===== src/rtl/wbs_pkg.sv =====
// shared constants and types for the word break segmenter
`timescale 1ns / 1ps
`default_nettype none

package wbs_pkg;

    localparam int MAX_WORDS_DEF    = 16;
    localparam int MAX_WORD_LEN_DEF = 16;

    localparam int SYM_W = 8;
    localparam int CMD_W = 2;

    localparam logic [CMD_W-1:0] CMD_DICT  = 2'd0;
    localparam logic [CMD_W-1:0] CMD_TEXT  = 2'd1;
    localparam logic [CMD_W-1:0] CMD_CLEAR = 2'd2;

    // control from the sequencer to every history cell
    typedef struct packed {
        logic shift;
        logic restart;
    } cell_ctrl_t;

    // running compare result handed from cell to cell
    typedef struct packed {
        logic ok;
        logic start;
    } chain_t;

endpackage

`default_nettype wire


===== src/rtl/word_break_segmenter.sv =====
// word break segmenter top level: dictionary loader, word scan sequencer, cell row
//
// Input channel s_*: one request per cycle at most. tuser carries the command
// (dictionary byte, text byte, clear), tdata the byte, tlast ends a word or a text.
// Dictionary bytes, clears and unknown commands leave the input ready and give no result.
// A text byte gives one result on m_*: tdata bit 0 says whether the text so far
// splits into dictionary words, tlast marks the final text byte, tuser bit 0 is
// the sticky dropped-word flag.
// A text byte shifts into the cell row, then the stored words are read from the
// word ram one per cycle and compared against the row in parallel. The block
// takes no new request until the scan is done and its result is in the output
// register. The single ram read port is why the words are read one at a time.
// The result sits in an output register; while it waits for m_tready the block
// still takes dictionary and clear requests and the next text byte, and a
// finished scan holds until the register frees.
// Reset empties the dictionary, clears the flag and restarts the text.
`timescale 1ns / 1ps
`default_nettype none

module word_break_segmenter #(
    parameter int MAX_WORDS    = wbs_pkg::MAX_WORDS_DEF,
    parameter int MAX_WORD_LEN = wbs_pkg::MAX_WORD_LEN_DEF
) (
    input  wire logic       clk,
    input  wire logic       rst_n,
    input  wire logic       s_tvalid,
    output logic            s_tready,
    input  wire logic [7:0] s_tdata,   // symbol
    input  wire logic [1:0] s_tuser,   // cmd
    input  wire logic       s_tlast,   // last
    output logic            m_tvalid,
    input  wire logic       m_tready,
    output logic      [7:0] m_tdata,   // prefix_breakable, then zero fill
    output logic      [0:0] m_tuser,   // dict_overflow
    output logic            m_tlast    // text_end
);

    import wbs_pkg::*;

    localparam int LEN_W  = $clog2(MAX_WORD_LEN + 1);
    localparam int CNT_W  = $clog2(MAX_WORDS + 1);
    localparam int ADDR_W = (MAX_WORDS > 1) ? $clog2(MAX_WORDS) : 1;
    localparam int ROW_W  = MAX_WORD_LEN * SYM_W;
    localparam int RAM_W  = ROW_W + LEN_W;

    localparam logic ST_IDLE = 1'b0;
    localparam logic ST_SCAN = 1'b1;

    logic             state_reg, state_next;
    logic [CNT_W-1:0] word_count_reg, word_count_next;
    logic [LEN_W-1:0] load_pos_reg, load_pos_next;
    logic             too_long_reg, too_long_next;
    logic             overflow_reg, overflow_next;
    logic [ROW_W-1:0] load_row_reg, load_row_next;
    logic             split0_reg, split0_next;
    logic [CNT_W-1:0] issue_reg, issue_next;
    logic             pend_reg, pend_next;
    logic             acc_reg, acc_next;
    logic             fin_reg, fin_next;
    logic             out_valid_reg, out_valid_next;
    logic             out_break_reg, out_break_next;
    logic             out_end_reg, out_end_next;
    logic             out_ovf_reg, out_ovf_next;

    logic             accept;
    logic             is_dict, is_text, is_clear;
    logic             room;
    logic             pos_fits;
    logic             word_bad;
    logic             ram_wr;
    logic [RAM_W-1:0] ram_wdata;
    logic             issuing;
    logic             done;
    logic             finish;
    logic [RAM_W-1:0] ram_rdata;
    logic             match;
    cell_ctrl_t       cell_ctrl;

    logic [SYM_W-1:0] hist_byte [MAX_WORD_LEN+1];
    logic             hist_bit  [MAX_WORD_LEN+1];
    chain_t           chain     [MAX_WORD_LEN+1];

    assign s_tready = (state_reg == ST_IDLE);
    assign accept   = s_tvalid & s_tready;
    assign is_dict  = accept & (s_tuser == CMD_DICT);
    assign is_text  = accept & (s_tuser == CMD_TEXT);
    assign is_clear = accept & (s_tuser == CMD_CLEAR);

    assign room     = (word_count_reg < CNT_W'(MAX_WORDS));
    assign pos_fits = (load_pos_reg < LEN_W'(MAX_WORD_LEN));
    assign word_bad = too_long_reg | ~pos_fits | ~room;
    assign ram_wr   = is_dict & s_tlast & ~word_bad;
    assign ram_wdata = {load_pos_reg + LEN_W'(1), load_row_next};

    assign issuing = (state_reg == ST_SCAN) & (issue_reg < word_count_reg);
    assign done    = (state_reg == ST_SCAN) & ~issuing & ~pend_reg;
    assign finish  = done & (~out_valid_reg | m_tready);

    // dictionary loader and clear
    always_comb
    begin
        word_count_next = word_count_reg;
        load_pos_next   = load_pos_reg;
        too_long_next   = too_long_reg;
        overflow_next   = overflow_reg;
        load_row_next   = load_row_reg;
        if (is_dict)
        begin
            if (pos_fits)
            begin
                // newest byte at the bottom, so row byte j lines up with text byte j
                load_row_next = (load_row_reg << SYM_W) | ROW_W'(s_tdata);
                load_pos_next = load_pos_reg + LEN_W'(1);
            end
            else
            begin
                too_long_next = 1'b1;
            end
            if (s_tlast)
            begin
                if (word_bad)
                begin
                    overflow_next = 1'b1;
                end
                else
                begin
                    word_count_next = word_count_reg + CNT_W'(1);
                end
                load_pos_next = '0;
                too_long_next = 1'b0;
            end
        end
        else if (is_clear)
        begin
            word_count_next = '0;
            load_pos_next   = '0;
            too_long_next   = 1'b0;
            overflow_next   = 1'b0;
        end
    end

    // scan sequencer and output register
    always_comb
    begin
        state_next     = state_reg;
        issue_next     = issue_reg;
        pend_next      = issuing;
        acc_next       = acc_reg | (pend_reg & match);
        fin_next       = fin_reg;
        split0_next    = split0_reg;
        out_valid_next = out_valid_reg;
        out_break_next = out_break_reg;
        out_end_next   = out_end_reg;
        out_ovf_next   = out_ovf_reg;
        if (m_tready)
        begin
            out_valid_next = 1'b0;
        end
        unique case (state_reg)
            ST_IDLE:
            begin
                if (is_text)
                begin
                    state_next = ST_SCAN;
                    issue_next = '0;
                    pend_next  = 1'b0;
                    acc_next   = 1'b0;
                    fin_next   = s_tlast;
                end
            end
            ST_SCAN:
            begin
                if (issuing)
                begin
                    issue_next = issue_reg + CNT_W'(1);
                end
                if (finish)
                begin
                    state_next     = ST_IDLE;
                    out_valid_next = 1'b1;
                    out_break_next = acc_reg;
                    out_end_next   = fin_reg;
                    out_ovf_next   = overflow_reg;
                    split0_next    = fin_reg ? 1'b1 : acc_reg;
                end
            end
            default:
            begin
                state_next = ST_IDLE;
            end
        endcase
    end

    always_ff @(posedge clk or negedge rst_n)
    begin
        if (!rst_n)
        begin
            state_reg      <= ST_IDLE;
            word_count_reg <= '0;
            load_pos_reg   <= '0;
            too_long_reg   <= 1'b0;
            overflow_reg   <= 1'b0;
            split0_reg     <= 1'b1;
            issue_reg      <= '0;
            pend_reg       <= 1'b0;
            acc_reg        <= 1'b0;
            fin_reg        <= 1'b0;
            out_valid_reg  <= 1'b0;
        end
        else
        begin
            state_reg      <= state_next;
            word_count_reg <= word_count_next;
            load_pos_reg   <= load_pos_next;
            too_long_reg   <= too_long_next;
            overflow_reg   <= overflow_next;
            split0_reg     <= split0_next;
            issue_reg      <= issue_next;
            pend_reg       <= pend_next;
            acc_reg        <= acc_next;
            fin_reg        <= fin_next;
            out_valid_reg  <= out_valid_next;
        end
    end

    always_ff @(posedge clk)
    begin
        load_row_reg  <= load_row_next;
        out_break_reg <= out_break_next;
        out_end_reg   <= out_end_next;
        out_ovf_reg   <= out_ovf_next;
    end

    // one row per word: length above the bytes
    wbs_ram #(
        .WIDTH (RAM_W),
        .DEPTH (MAX_WORDS)
    ) u_words (
        .clk     (clk),
        .wr_en   (ram_wr),
        .wr_addr (word_count_reg[ADDR_W-1:0]),
        .wr_data (ram_wdata),
        .rd_en   (issuing),
        .rd_addr (issue_reg[ADDR_W-1:0]),
        .rd_data (ram_rdata)
    );

    assign cell_ctrl.shift   = is_text;
    assign cell_ctrl.restart = finish & fin_reg;

    assign hist_byte[0]   = s_tdata;
    assign hist_bit[0]    = split0_reg;
    assign chain[0].ok    = 1'b1;
    assign chain[0].start = 1'b0;

    for (genvar j = 0; j < MAX_WORD_LEN; j++)
    begin : g_cell
        wbs_cell #(
            .POS   (j),
            .LEN_W (LEN_W)
        ) u_cell (
            .clk       (clk),
            .rst_n     (rst_n),
            .ctrl      (cell_ctrl),
            .byte_in   (hist_byte[j]),
            .bit_in    (hist_bit[j]),
            .byte_out  (hist_byte[j+1]),
            .bit_out   (hist_bit[j+1]),
            .word_byte (ram_rdata[j*SYM_W +: SYM_W]),
            .word_len  (ram_rdata[ROW_W +: LEN_W]),
            .chain_in  (chain[j]),
            .chain_out (chain[j+1])
        );
    end

    assign match = chain[MAX_WORD_LEN].ok & chain[MAX_WORD_LEN].start;

    assign m_tvalid = out_valid_reg;
    assign m_tdata  = {7'b0, out_break_reg};
    assign m_tuser  = out_ovf_reg;
    assign m_tlast  = out_end_reg;

endmodule

`default_nettype wire


===== src/rtl/wbs_ram.sv =====
// generic single write port ram with registered read
`timescale 1ns / 1ps
`default_nettype none

module wbs_ram #(
    parameter int WIDTH  = 8,
    parameter int DEPTH  = 16,
    parameter int ADDR_W = (DEPTH > 1) ? $clog2(DEPTH) : 1
) (
    input  wire logic              clk,
    input  wire logic              wr_en,
    input  wire logic [ADDR_W-1:0] wr_addr,
    input  wire logic [WIDTH-1:0]  wr_data,
    input  wire logic              rd_en,
    input  wire logic [ADDR_W-1:0] rd_addr,
    output logic      [WIDTH-1:0]  rd_data
);

    logic [WIDTH-1:0] mem [DEPTH];

    always_ff @(posedge clk)
    begin
        if (wr_en)
        begin
            mem[wr_addr] <= wr_data;
        end
        if (rd_en)
        begin
            rd_data <= mem[rd_addr];
        end
    end

endmodule

`default_nettype wire


===== src/rtl/wbs_cell.sv =====
// one history cell: a text byte, a prefix bit and its slice of the word compare
`timescale 1ns / 1ps
`default_nettype none

module wbs_cell #(
    parameter int POS   = 0,
    parameter int LEN_W = 5
) (
    input  wire logic                      clk,
    input  wire logic                      rst_n,
    input  wire wbs_pkg::cell_ctrl_t       ctrl,
    input  wire logic [wbs_pkg::SYM_W-1:0] byte_in,
    input  wire logic                      bit_in,
    output logic      [wbs_pkg::SYM_W-1:0] byte_out,
    output logic                           bit_out,
    input  wire logic [wbs_pkg::SYM_W-1:0] word_byte,
    input  wire logic [LEN_W-1:0]          word_len,
    input  wire wbs_pkg::chain_t           chain_in,
    output wbs_pkg::chain_t                chain_out
);

    import wbs_pkg::*;

    logic [SYM_W-1:0] byte_reg;
    logic             bit_reg;
    logic             beyond;
    logic             at_len;

    always_ff @(posedge clk or negedge rst_n)
    begin
        if (!rst_n)
        begin
            byte_reg <= '0;
            bit_reg  <= 1'b0;
        end
        else
        begin
            if (ctrl.shift)
            begin
                byte_reg <= byte_in;
            end
            if (ctrl.restart)
            begin
                bit_reg <= 1'b0;
            end
            else if (ctrl.shift)
            begin
                bit_reg <= bit_in;
            end
        end
    end

    // positions past the word length do not take part
    assign beyond = (LEN_W'(POS) >= word_len);
    // prefix bit held here sits just before a word of length pos+1
    assign at_len = (LEN_W'(POS + 1) == word_len);

    assign chain_out.ok    = chain_in.ok & (beyond | (byte_reg == word_byte));
    assign chain_out.start = chain_in.start | (at_len & bit_reg);

    assign byte_out = byte_reg;
    assign bit_out  = bit_reg;

endmodule

`default_nettype wire


===== config.mk =====
export PLATFORM = sky130hd
export DESIGN_NAME = word_break_segmenter
export DESIGN_NICKNAME = d
export VERILOG_FILES = /design/src/rtl/wbs_pkg.sv /design/src/rtl/word_break_segmenter.sv /design/src/rtl/wbs_ram.sv /design/src/rtl/wbs_cell.sv
export SDC_FILE = /design/constraint.sdc
export NUM_CORES = 2
export LEC_CHECK = 0
export BUFFER_PORTS_ARGS = -buffer_cell sky130_fd_sc_hd__buf_4
export CAP_MARGIN = 40
export CORE_MARGIN = 5
export CORE_UTILIZATION = 30
export DETAILED_ROUTE_END_ITERATION = 8
export HOLD_SLACK_MARGIN = 0.12
export MAX_ROUTING_LAYER = met4
export PLACE_DENSITY = 0.53
export SYNTH_ARGS = -nofsm -noshare
export SYNTH_HDL_FRONTEND = slang
export SYNTH_SLANG_ARGS = --single-unit
export TNS_END_PERCENT = 10

===== constraint.sdc =====
create_clock -name clk -period 18.4 [get_ports clk]
set_clock_uncertainty 0.05 [all_clocks]
set_input_delay 3.68 -clock clk [delete_from_list [all_inputs] [get_ports clk]]
set_output_delay 3.68 -clock clk [all_outputs]
set_load 0.02 [all_outputs]

# Word-level counts from Yosys, hierarchy flattened
# Memories as Yosys holds them, arrays and structs flattened. A register that Yosys moved wholly into a read port is not among the register bits.
# Index checks and enable logic that the tools add are counted.
# totals
output_inout_bits	12
word_cells	272
input_bits	15
ff_bits	298
mem_bits_rw	2128
n_memories	1
# mem_list
memory	depth	word_bits	read_ports	rd_ports_with_merged_regs	wr	line_no	source
u_words.mem	16	133	1	1	1	wbs_ram.sv:19	logic [WIDTH-1:0] mem [DEPTH];
# op_classes
eq_ne	41
reduce_logical	10
n_mux	64
add_sub_neg	3
bitwise_logic	87
order_cmp	19
# ops
cell	n
two-way mux 128 bit	2
equality test 8 bit	16
bitwise OR 128 x 8 -> 128 bit	1
two-way mux 1 bit	51
two-way mux 5 bit	9
AND 1 bit	44
equality test 4 x 5 -> 1 bit (first input constant)	8
>= comparator 4 x 5 -> 1 bit (first input constant)	8
bitwise OR 1 bit	35
equality test 3 x 5 -> 1 bit (first input constant)	4
>= comparator 3 x 5 -> 1 bit (first input constant)	4
adder 5 x 1 -> 5 bit (second input constant)	3
equality test 2 x 5 -> 1 bit (first input constant)	2
>= comparator 1 x 5 -> 1 bit (first input constant)	2
>= comparator 2 x 5 -> 1 bit (first input constant)	2
< comparator 5 bit (second input constant)	2
one-hot mux 5 bit (2 select lines)	1
AND reduction 2 bit	5
NOT 1 bit	7
!= test 2 x 1 -> 1 bit (second input constant)	3
AND reduction 3 bit	2
equality test 1 x 5 -> 1 bit (first input constant)	1
equality test 5 bit (first input constant)	1
< comparator 5 bit	1
other kinds (8)	10

# Depth between registers and ports, before layout
# logic_depth
depth_word	22
depth_mapped	9
mapped_depth_nobuf	8

# Hierarchy
# A second synthesis with hierarchy kept.
# hier_totals
cells_unflattened	4742
area_unflattened_um2	96939.2
# modules_own_cells
mod	n_inst	area_per_inst_um2	seq_area_each_um2	cells_each
wbs_ram	1	84060.6	67895.1	3481
word_break_segmenter	1	5611.6	3229.3	696
wbs_cell at g_cell[14].u_cell ...	3	452.9	225.2	35
wbs_cell at g_cell[10].u_cell ...	2	459.2	225.2	36
wbs_cell at g_cell[11].u_cell ...	2	450.4	225.2	35
wbs_cell at g_cell[2].u_cell ...	2	449.2	225.2	35
wbs_cell at g_cell[0].u_cell	1	464.2	225.2	35
wbs_cell at g_cell[12].u_cell	1	457.9	225.2	35
wbs_cell at g_cell[8].u_cell	1	457.9	225.2	36
wbs_cell at g_cell[4].u_cell	1	455.4	225.2	36
wbs_cell at g_cell[6].u_cell	1	454.2	225.2	35
wbs_cell at g_cell[1].u_cell	1	452.9	225.2	36
wbs_cell at g_cell[15].u_cell	1	447.9	225.2	35

# Worst setup path after synthesis
# Ideal clock, no wire load.
# synth_path
path_type	input to register
startpoint	input port s_tuser[0]
endpoint	memory u_words.mem[3][0] (netlist name), enable pin
required_ps	17562
arrival_time_ps	13653
setup_time_ps	788
slack_ps	3910
stages	7
path_buffers	1
path_cell_list	inv_1 > and3_1 > buf_2 > nand2_1 > nor3_2 > nand2_1 > nor3_1
# synth_between
elab_chain_len	6
# synth_lines
element	line_no	source
start, declared	word_break_segmenter.sv:29	input wire logic [1:0] s_tuser,
logical NOT 2 bit	word_break_segmenter.sv:85	assign is_dict = accept & (s_tuser == CMD_DICT);
AND 1 bit	word_break_segmenter.sv:85	
AND 1 bit (2 in series)	word_break_segmenter.sv:92	assign ram_wr = is_dict & s_tlast & ~word_bad;
two-way mux 1 bit	wbs_ram.sv:23	if (wr_en)
two-way mux 1 bit (not written as such)	wbs_ram.sv:25	mem[wr_addr] <= wr_data;
end, declared	wbs_ram.sv:19	
# Every way passes these cells.

# Final worst setup path
# layout_path
startpoint	input port s_tuser[0]
endpoint	memory u_words.mem[1][45] (netlist name), enable pin
# Same word-level chain as after synthesis.

==> load_flow_metrics.sql <==
INSERT INTO impl_metrics (metric_group, metric, value, unit) VALUES
('run_status', 'outcome', 'completed', ''),
('synth', 'ys_warn_count', '0', ''),
('synth', 'compound_cell_area_share_of_the_yosys_netlist', '0.486', '%'),
('finish', 'layout_top_registers', 'u_words.mem (2128), u_words.rd_data (133)', ''),
('synth', 'postSynthAreaPerCell', '22.2', 'um2'),
('synth', 'synth.top_cell.area_share', '70.6', '%'),
('global_routing', 'first_global_vias', '45900', ''),
('power', 'seq_power_share', '45.4', '%'),
('clocking', 'clock_tree.buffer_depth', '4', ''),
('detailed_routing', 'met3WireLength', '10.2', 'mm'),
('clocking', 'cts.clk_slew.worst_paths', '60', 'ps'),
('place', 'port_buffers', '19', ''),
('power', 'total_power_of_the_final_layout', '16.2', 'mW'),
('synth', 'synth.area.top_cells', 'sky130_fd_sc_hd__edfxtp_1 (71%), sky130_fd_sc_hd__mux4_2 (16%), sky130_fd_sc_hd__dfrtp_1 (4.3%), sky130_fd_sc_hd__dfxtp_1 (2.7%), sky130_fd_sc_hd__nand2_1 (1.7%)', ''),
('setup_path', 'arrival', '7250', 'ps'),
('floorplanning', 'row_count', '208', ''),
('sta', 'timing.final.max_slew_violations', '0', ''),
('finish', 'fin_nets', '4573', ''),
('clocking', 'clock_sinks', '2559', ''),
('power', 'vdd_ir_max', '134', 'uV'),
('clocking', 'cts_hold_buf', '0', ''),
('synth', 'ys_dominant_reg_cell', 'sky130_fd_sc_hd__edfxtp_1', ''),
('finish', 'drive_gt1_share', '27.8', '%'),
('sta', 'finalHoldViolCount', '0', ''),
('setup_path', 'critical_path_peak_fanout', '36', ''),
('sta', 'tns', '0', 'ps'),
('detailed_routing', 'met1_length', '98.6', 'mm'),
('detailed_routing', 'dr_total_vias', '43300', ''),
('setup_path', 'worst-endpoint-required', '18840', 'ps'),
('global_routing', 'globalRoute.totalOverflow', '0', ''),
('synth', 'muxShareOfSynthArea', '17.1', '%'),
('sta', 'final.period_utilization', '37.0', '%'),
('setup_path', 'crit_path_launch_type', 'primary input', ''),
('detailed_routing', 'topRoutingLayerUsed', 'met4', ''),
('global_routing', 'grt_start_max_net_pins', '118', ''),
('clocking', 'clk_root_buffer_cell', 'sky130_fd_sc_hd__clkbuf_16', ''),
('synth', 'async_set_or_reset_register_ratio_after_synthesis', '6.53', '%'),
('setup_path', 'setup.worst_path.end_class', 'register', ''),
('clocking', 'clk-insertion-delay-late', '920', 'ps'),
('synth', 'largest_family_of_logic_cells_by_synthesized_area', 'multiplexers', ''),
('floorplanning', 'start_util', '30.1', '%'),
('power', 'clkPwrFrac', '33.4', '%'),
('finish', 'largest_register_ff_count', '2128', ''),
('floorplanning', 'die_footprint', '332000', 'um2'),
('synth', 'post-synth-top-area-cell', 'sky130_fd_sc_hd__edfxtp_1', ''),
('detailed_routing', 'ant_nets', '0', ''),
('global_routing', 'grt.total_usage', '14.0', '%'),
('place', 'detailedPlacementHpwl', '116', 'mm'),
('min_path', 'hp_class', 'register to register', ''),
('clocking', 'cts_buf_count', '284', ''),
('synth', 'yosys.cell_types.count', '54', ''),
('power', 'switching_share', '26.6', '%'),
('finish', 'area_growth_syn_to_fin', '15.6', '%'),
('synth', 'syn_area', '96300', 'um2'),
('clocking', 'clock_tree_from_tritoncts', 'yes', ''),
('synth', 'synthesis.instances', '4345', ''),
('synth', 'yosys_register_bits', '2559', ''),
('power', 'share_comb_of_total_power', '21.2', '%'),
('flow_run', 'count_of_maximum_capacitance_violations', '0', ''),
('finish', 'fillers', '29400', ''),
('power', 'p_leak', '37.4', 'nW'),
('sta', 'tightest_slew', '1150', 'ps'),
('finish', 'largest-register', 'u_words.mem', ''),
('clocking', 'cts-htree-levels', '5', ''),
('global_routing', 'grt_antenna_before_repair', '7', ''),
('power', 'p_int', '11.9', 'mW'),
('detailed_routing', 'detail_route.first_pass.iterations', '7', ''),
('sta', 'finalSetupViolCount', '0', ''),
('synth', 'post_synth_and_or_nand_nor_area_fraction', '2.29', '%'),
('synth', 'synth_xor_xnor_area_share', '1.24', '%'),
('detailed_routing', 'detailed_router_s_first_iteration_violation_count', '3715', '');
## kinds of logic (layout without fill, tap and decap cells)
| kind of cell | Yosys count | in the layout |
|---|---|---|
| mux | 800 | 800 |
| fa+ha+maj | 10 | 10 |
| buf+inv | 227 | 629 |
| other cells | 1 | 9 |
| flops | 2559 | 2559 |
| compound gates | 72 | 72 |
| simple gates | 540 | 540 |
| xor+xnor | 136 | 136 |
## power by group through the flow
| stage | sequential (mW) | clock (mW) | combinational, mW |
|---|---|---|---|
| 6_report | 7.37 | 5.42 | 3.44 |
| 3_5_place_dp | 7.50 | 0 | 3.54 |
| 5_1_grt | 7.41 | 5.81 | 3.72 |
| 3_3_place_gp | 7.52 | 0 | 3.41 |
| 4_1_cts | 7.38 | 5.56 | 3.55 |
| 2_1_floorplan | 7.27 | 0 | 2.57 |
## Yosys cell counts, drive strengths merged, types with 5 or more instances
cell,instances
edfxtp,2264
mux4,665
nand2,446
dfrtp,166
mux2,129
dfxtp,128
clkbuf,114
buf,100
xor2,76
xnor2,60
a21oi,29
nor2,23
nor4,21
nand4,19
inv,13
o21ai,12
ha,10
nor3,10
a31oi,7
mux2i,6
a22o,5
nand3,5
## layer usage
metal / global-route usage [%] / vias to the layer above
met4: 2.94 / 0
met2: 23.2 / 1033
met5: - / -
met3: 2.14 / 243
li1: - / 18200
met1: 18.4 / 23900
## area by class of cell
class | instances | area, um2 | area share, %
timing repair buffer | 125 | 1600 | 1.44
antenna | 2 | 5.00 | 0.00450
sequential | 2559 | 74700 | 67.2
multi-input combinational | 1565 | 20600 | 18.5
clock buffer | 405 | 8030 | 7.21
inverter | 13 | 48.8 | 0.0438
tap | 4305 | 5390 | 4.84
clock inverter | 86 | 840 | 0.754
## worst max-delay path: stages
cell	delay, ps
sky130_fd_sc_hd__buf_4	120
sky130_fd_sc_hd__inv_1	50
sky130_fd_sc_hd__and3_1	350
sky130_fd_sc_hd__nand2_1	130
sky130_fd_sc_hd__nor3_2	450
sky130_fd_sc_hd__nand2_1	340
sky130_fd_sc_hd__nor3_2	220
sky130_fd_sc_hd__buf_4	440
sky130_fd_sc_hd__buf_4	580
sky130_fd_sc_hd__buf_4	780
## placed cells by master (no fill, tap or decap), types with 5 or more instances in the layout
cell type,n
sky130_fd_sc_hd__bufinv_16,17
sky130_fd_sc_hd__clkbuf_8,23
sky130_fd_sc_hd__a22o_1,5
sky130_fd_sc_hd__conb_1,7
sky130_fd_sc_hd__nand3_1,5
sky130_fd_sc_hd__o21ai_0,12
sky130_fd_sc_hd__nor4_1,20
sky130_fd_sc_hd__buf_12,22
sky130_fd_sc_hd__clkbuf_1,87
sky130_fd_sc_hd__clkbuf_16,295
sky130_fd_sc_hd__a31oi_1,7
sky130_fd_sc_hd__nor3_2,6
sky130_fd_sc_hd__nor2_4,12
sky130_fd_sc_hd__a21oi_1,28
sky130_fd_sc_hd__nand4_1,19
sky130_fd_sc_hd__buf_16,19
sky130_fd_sc_hd__inv_1,12
sky130_fd_sc_hd__dfrtp_1,162
sky130_fd_sc_hd__xnor2_1,60
sky130_fd_sc_hd__nand2_1,446
sky130_fd_sc_hd__edfxtp_1,2264
sky130_fd_sc_hd__clkinv_1,32
sky130_fd_sc_hd__clkinv_2,29
sky130_fd_sc_hd__mux2_2,129
sky130_fd_sc_hd__xor2_1,76
sky130_fd_sc_hd__mux2i_1,6
sky130_fd_sc_hd__ha_1,10
sky130_fd_sc_hd__buf_4,79
sky130_fd_sc_hd__clkinvlp_4,5
sky130_fd_sc_hd__dfxtp_1,128
sky130_fd_sc_hd__mux4_2,665
sky130_fd_sc_hd__nor2_1,11
## final timing paths
| check | end | startpoint | cells after the start | slack [ps] |
|---|---|---|---|---|
| min reg2reg | split0_reg | split0_reg | 2 | 440 |
| max | u_words.mem[1][45] | s_tuser[0] | 10 | 11600 |
| min | split0_reg | split0_reg | 2 | 440 |
| min in group asynchronous | too_long_reg | rst_n | 1 | 2640 |
| max in group asynchronous | g_cell[1].u_cell.byte_out[6] | rst_n | 4 | 13780 |
| max reg2reg | u_words.rd_data[68] | issue_reg[1] | 7 | 13870 |
## through the flow
stage                     cell area [um2]  setup WS [ps]  cells  util (%)  hold slack, ps
final                              111000          11600   9060      34.7             442
after global routing               111000          11400   9059      34.7             464
after CTS                          111000          11620   9057      34.7             446
after detailed placement           102000          10650   8566      32.0             428
after global placement             102000          10190   8539      31.8             411
after floorplan                     96300           3910   4351         -             375
No activity file was read; power rests on OpenSTA's default activity.
